==> config.mk <==
export PLATFORM = sky130hd
export DESIGN_NAME = icv_out_fifo
export DESIGN_NICKNAME = d
export VERILOG_FILES = /design/src/icv_pkg.sv /design/src/icv_out_fifo.sv
export SDC_FILE = /design/constraint.sdc
export NUM_CORES = 1
export LEC_CHECK = 0
export ABC_AREA = 1
export BUFFER_PORTS_ARGS = -buffer_cell sky130_fd_sc_hd__clkbuf_2
export CELL_PAD_IN_SITES_DETAIL_PLACEMENT = 2
export CELL_PAD_IN_SITES_GLOBAL_PLACEMENT = 2
export CORE_UTILIZATION = 35
export DETAILED_ROUTE_END_ITERATION = 6
export PLACE_DENSITY_LB_ADDON = 0.1
export SYNTH_ARGS = -nofsm -noshare
export SYNTH_HDL_FRONTEND = slang
export SYNTH_SLANG_ARGS = --single-unit
==> constraint.sdc <==
create_clock -name clk -period 1.56 [get_ports clk]
set_clock_uncertainty 0.05 [all_clocks]
set_input_delay 0 -clock clk [delete_from_list [all_inputs] [get_ports clk]]
set_output_delay 0 -clock clk [all_outputs]
set_load 0.01 [all_outputs]
==> src/icv_pkg.sv <==
// shared constants, types and register codes for the 2d convolution unit
`timescale 1ns / 1ps

package icv_pkg;

    // field widths of the item and result transactions
    localparam int PIXEL_W    = 8;
    localparam int COEF_W     = 16;
    localparam int COEF_IDX_W = 5;
    localparam int VALUE_W    = 29;

    // default sizing of the unit
    localparam int KERNEL_MAX_DEF = 5;
    localparam int MAX_WIDTH_DEF  = 1024;
    localparam int MAX_HEIGHT_DEF = 4096;

    // result queue depth, power of two
    localparam int FIFO_DEPTH = 8;

    // configuration port
    localparam int APB_ADDR_W = 4;
    localparam int APB_DATA_W = 32;

    localparam int CFG_WIDTH_W  = 11;
    localparam int CFG_HEIGHT_W = 13;
    localparam int CFG_KDIM_W   = 3;

    localparam logic [CFG_WIDTH_W-1:0]  CFG_WIDTH_RST  = 11'd1024;
    localparam logic [CFG_HEIGHT_W-1:0] CFG_HEIGHT_RST = 13'd1024;
    localparam logic [CFG_KDIM_W-1:0]   CFG_KDIM_RST   = 3'd3;

    // item op codes
    localparam logic OP_COEF  = 1'b0;
    localparam logic OP_PIXEL = 1'b1;

    typedef enum logic [1:0] {
        REG_IMAGE_WIDTH   = 2'd0,
        REG_IMAGE_HEIGHT  = 2'd1,
        REG_KERNEL_WIDTH  = 2'd2,
        REG_KERNEL_HEIGHT = 2'd3
    } reg_idx_t;

    // coefficient table write request
    typedef struct packed {
        logic                         en;
        logic [COEF_IDX_W-1:0]        index;
        logic signed [COEF_W-1:0]     value;
    } coef_wr_t;

endpackage

==> src/icv_out_fifo.sv <==
// result queue between the convolution pipeline and the output channel
`timescale 1ns / 1ps

module icv_out_fifo #(
    parameter int W     = 8,
    parameter int DEPTH = icv_pkg::FIFO_DEPTH,
    localparam int PTR_W = $clog2(DEPTH),
    localparam int CNT_W = $clog2(DEPTH + 1)
) (
    input  logic             clk,
    input  logic             rst_n,
    input  logic             push,
    input  logic [W-1:0]     push_data,
    input  logic             pop,
    output logic             valid,
    output logic [W-1:0]     data,
    output logic [CNT_W-1:0] count
);

    logic [W-1:0]     mem [DEPTH];
    logic [PTR_W-1:0] wr_ptr_reg;
    logic [PTR_W-1:0] rd_ptr_reg;
    logic [CNT_W-1:0] count_reg;

    always_ff @(posedge clk)
    begin
        if (push)
        begin
            mem[wr_ptr_reg] <= push_data;
        end
    end

    always_ff @(posedge clk or negedge rst_n)
    begin
        if (!rst_n)
        begin
            wr_ptr_reg <= '0;
            rd_ptr_reg <= '0;
            count_reg  <= '0;
        end
        else
        begin
            if (push)
            begin
                wr_ptr_reg <= wr_ptr_reg + PTR_W'(1);
            end
            if (pop)
            begin
                rd_ptr_reg <= rd_ptr_reg + PTR_W'(1);
            end
            if (push && !pop)
            begin
                count_reg <= count_reg + CNT_W'(1);
            end
            else if (pop && !push)
            begin
                count_reg <= count_reg - CNT_W'(1);
            end
        end
    end

    assign valid = (count_reg != '0);
    assign data  = mem[rd_ptr_reg];
    assign count = count_reg;

endmodule

==> results.md <==
- Via count of the first global-routing pass: between 2,000 and 2,500
- Sequential power share: 36.5%
- Ys async rst share: 13.5%
- WS Path Type: register to output pin
- Worst-path clk slew: 0.08 ns
- Pwr dens: 1850 nW/um^2
- Worst r2r src: wr_ptr_reg[0]$_DFFE_PN0P_
- Slew HR: around three quarters
- Setup slack after layout: -0.121 ns
- Die Y: 97.8 microns
- CP required: 1.51 ns
- Crit path launch type: register
- Crit. Startpoint: rd_ptr_reg[0]$_DFFE_PN0P_
- CTS buffer count: 9
- Reg2Reg Depth: 3
- CP max stage delay: 0.48 ns
- Core Rows: 34
- Combinational power share: about two fifths
- Clock Sinks: 74
- Avg WL per Cell: 19.3 microns
- Fillers: 929
- Largest net degree at the start of global routing: 18
- I/O Pins: 25
- Met3 usage: under 10%
- Internal Power: about 0.0045 W
- Max reg flops: 64
- Final slew viol count: 0
- Final Hold Fails: 0
- Outcome: finished with violations
- FF+latch count, synth: 74
- Total Routed Length: 8890 microns
- Sw frac: between 30% and 40%
- Gr usage total: 20.0%
- GR Util met2: 34.4%
- Leakage power: around 1.6 nW
- # Max-Cap Violations: 0
- Worst VDD drop: 0.593 mV
- Synthesis warning total: 0
- Routability-driven placement congestion ratio: 0.714
- Post-route ant nets: 0
- Psw: between 0.002 and 0.003 W
- Layout cell share with drive strength beyond 1: 22.4%
- Final setup viols: 8
- Top cell type's share of synthesized area: 59.9%
- Clock buffer depth: 2
- Most crowded layer after global routing: met2
- Flop-to-flop setup slack: 0.12 ns
- Clock network fraction of total power: 22.2%
- CTS tree: yes
- Via-to-Cell Ratio: around 5
- Grt ovf: 0
- Area growth syn-to-layout: 23.9%
- CP Capture Type: output pin
- Critical path, cell by cell: buf_12 > clkinv_16 > nand2_2 > nand2_1 > nand2_1 > o21ai_1 > nand2_1 > nand2_1 > buf_2
- Top post-synthesis cells by area: edfxtp_1, nand2_1, dfrtp_1
- Netlist cell types: 20
- Worst reg2reg path endpoint: mem[0][6]$_DFFE_PP_
- Max FO, Critical Path: 8
- Total Power: 0.00737 W
- Max H-tree Level: 3
- First-pass GRT wire length: 13,900 microns
- Placed Area: about 3500 sq um
- Core area: 8810 sq um
- Chip Width: just under 100 microns
- Top_reg_cell synth: edfxtp_1
- Clock latency on the worst-skew pair: 0.35 ns
- Initial antenna violation count: 0
- Post-DP HPWL: approximately 5300 microns
- DIE AREA: between 9000 and 10,000 sq um
- Number of cells produced by synthesis: 291
- Synth area leader: edfxtp_1
- Critical path's slowest cell: dfrtp_2
- Starting Density: 36.4%
- Post-route DRC: 6
- CP dominant cell by count: nand2_1
- ANT cells: 0
- IO Port Bufs: 24
- Fin crit share: 108%
- Crit path time final: between 1.5 and 2 ns
- Register area share after synthesis: 67.7%
- Syn nets: 309
- Root Driver: clkbuf_8
- WHS: just under 0.06 ns
- Met1 Use GR: 26.0%
- Fmax: 595 MHz
- Worst hold path type: input port to asynchronous set/reset pin
- Core Util, Final: between 40% and 50%
- Synthesized area per cell: 11.0 sq um
- Initial detailed-routing violation count: 96
- First-pass DRT Iterations: 6
- Via count: 2,267
- Least-Margin Pin Slew: 0.353 ns
- NumNets Final: 367
- Post-synth EDFFs: 64
- Design area: 3980 sq um
- Failing checks: design-rule violations, negative setup slack
- Post-Syn Area: 3210 sq um
- RSZ-0062 raised after global routing: yes
- Arrival @ worst endpoint: 1.63 ns
==> power by group through the flow <==
stage | Sequential, W | Clock, W | Combinational [W]
2_1_floorplan | 0.00265 | 0 | 0.00184
3_3_place_gp | 0.00270 | 0 | 0.00256
3_5_place_dp | 0.00272 | 0 | 0.00265
4_1_cts | 0.00268 | 0.00166 | 0.00302
5_1_grt | 0.00273 | 0.00173 | 0.00341
6_report | 0.00269 | 0.00163 | 0.00305
==> synth_stat cells, types with 3 or more instances <==
library cell  instances
o21ai_1              16
buf_6                 6
xor2_1                3
nor2_1               27
edfxtp_1             64
o21ai_0              19
ha_1                  5
inv_1                11
dfrtp_1              10
nand2_1             115
==> cell type report <==
cell class / count / area (sq um) / area share, %
Clock buffer: 10 / 128 / 3.21
Clock inverter: 5 / 80.1 / 2.01
Inverter: 13 / 80.1 / 2.01
Multi-Input combinational cell: 193 / 921 / 23.2
Sequential cell: 74 / 2170 / 54.7
Tap cell: 108 / 135 / 3.40
Timing Repair Buffer: 55 / 415 / 10.4
Timing Repair inverter: 3 / 43.8 / 1.10
==> cells by family (layout without fill, tap and decap cells) <==
logic type / after synthesis / in the layout / share of synthesized area [%]
adders and majority gates: 6 / 6 / 2.57
xor gates and xnor gates: 5 / 5 / 1.36
and+or+nand+nor: 146 / 146 / 17.3
DFF: 74 / 74 / 67.7
AOI/OAI and AO/OA: 36 / 36 / 5.61
buffers and inverters: 24 / 86 / 5.46
==> metrics by stage <==
stage	TNS, ns	instances	setup WS [ns]
CTS	-0.879	460	-0.122
finish	-0.623	461	-0.121
detailed placement	0	429	0.0791
floorplan	0	291	0.0417
global placement	0	429	0.130
global route	-1.40	461	-0.218
==> cell usage in the layout, fill, tap and decap left out <==
| cell type | n |
|---|---|
| a21oi_1 | 1 |
| buf_12 | 2 |
| buf_2 | 8 |
| buf_4 | 15 |
| buf_6 | 2 |
| bufinv_16 | 2 |
| clkbuf_1 | 1 |
| clkbuf_2 | 16 |
| clkbuf_8 | 9 |
| clkinv_1 | 1 |
| clkinv_16 | 1 |
| clkinv_4 | 2 |
| clkinv_8 | 2 |
| clkinvlp_4 | 1 |
| dfrtp_1 | 9 |
| dfrtp_2 | 1 |
| dlygate4sd3_1 | 12 |
| edfxtp_1 | 64 |
| fa_1 | 1 |
| ha_1 | 5 |
| inv_1 | 11 |
| inv_8 | 1 |
| nand2_1 | 101 |
| nand2_2 | 10 |
| nand2_4 | 4 |
| nand3_1 | 2 |
| nor2_1 | 27 |
| o21ai_0 | 18 |
| o21ai_1 | 16 |
| o21ai_2 | 1 |
| or2_2 | 2 |
| xnor2_1 | 2 |
| xor2_1 | 3 |
==> routing by layer <==
metal | wire (microns) | vias to the layer above
met5 | 0 | -
met4 | 113 | 0
met3 | 142 | 9
met2 | 4580 | 29
met1 | 4050 | 1153
li1 | - | 1076
==> critical path, delay by kind of cell (launching register included) <==
family | cells | cell delay, ns
and+or+nand+nor | 5 | 0.34
buffers and inverters | 3 | 0.39
DFF | 1 | 0.48
AOI/OAI and AO/OA | 1 | 0.07
==> timing repair <==
action,CTS,global route
endpoints found under the setup margin,8,21
pin swaps,3,8
gates cloned,3,0
buffers inserted,2,0
hold buffers,11,2
resized for setup,13,28
hold endpoints to repair,80,1
==> worst max path at each step <==
stage | endpoint | slack, ns
final | data[7] | -0.12
after global routing | data[7] | -0.22
after CTS | data[3] | -0.12
after detailed placement | count[3]$_DFFE_PN0P_ | 0.08
after global placement | count[3]$_DFFE_PN0P_ | 0.13
after floorplan | mem[0][0]$_DFFE_PP_ | 0.04
Note: power is estimated with default switching activity, not from simulation.
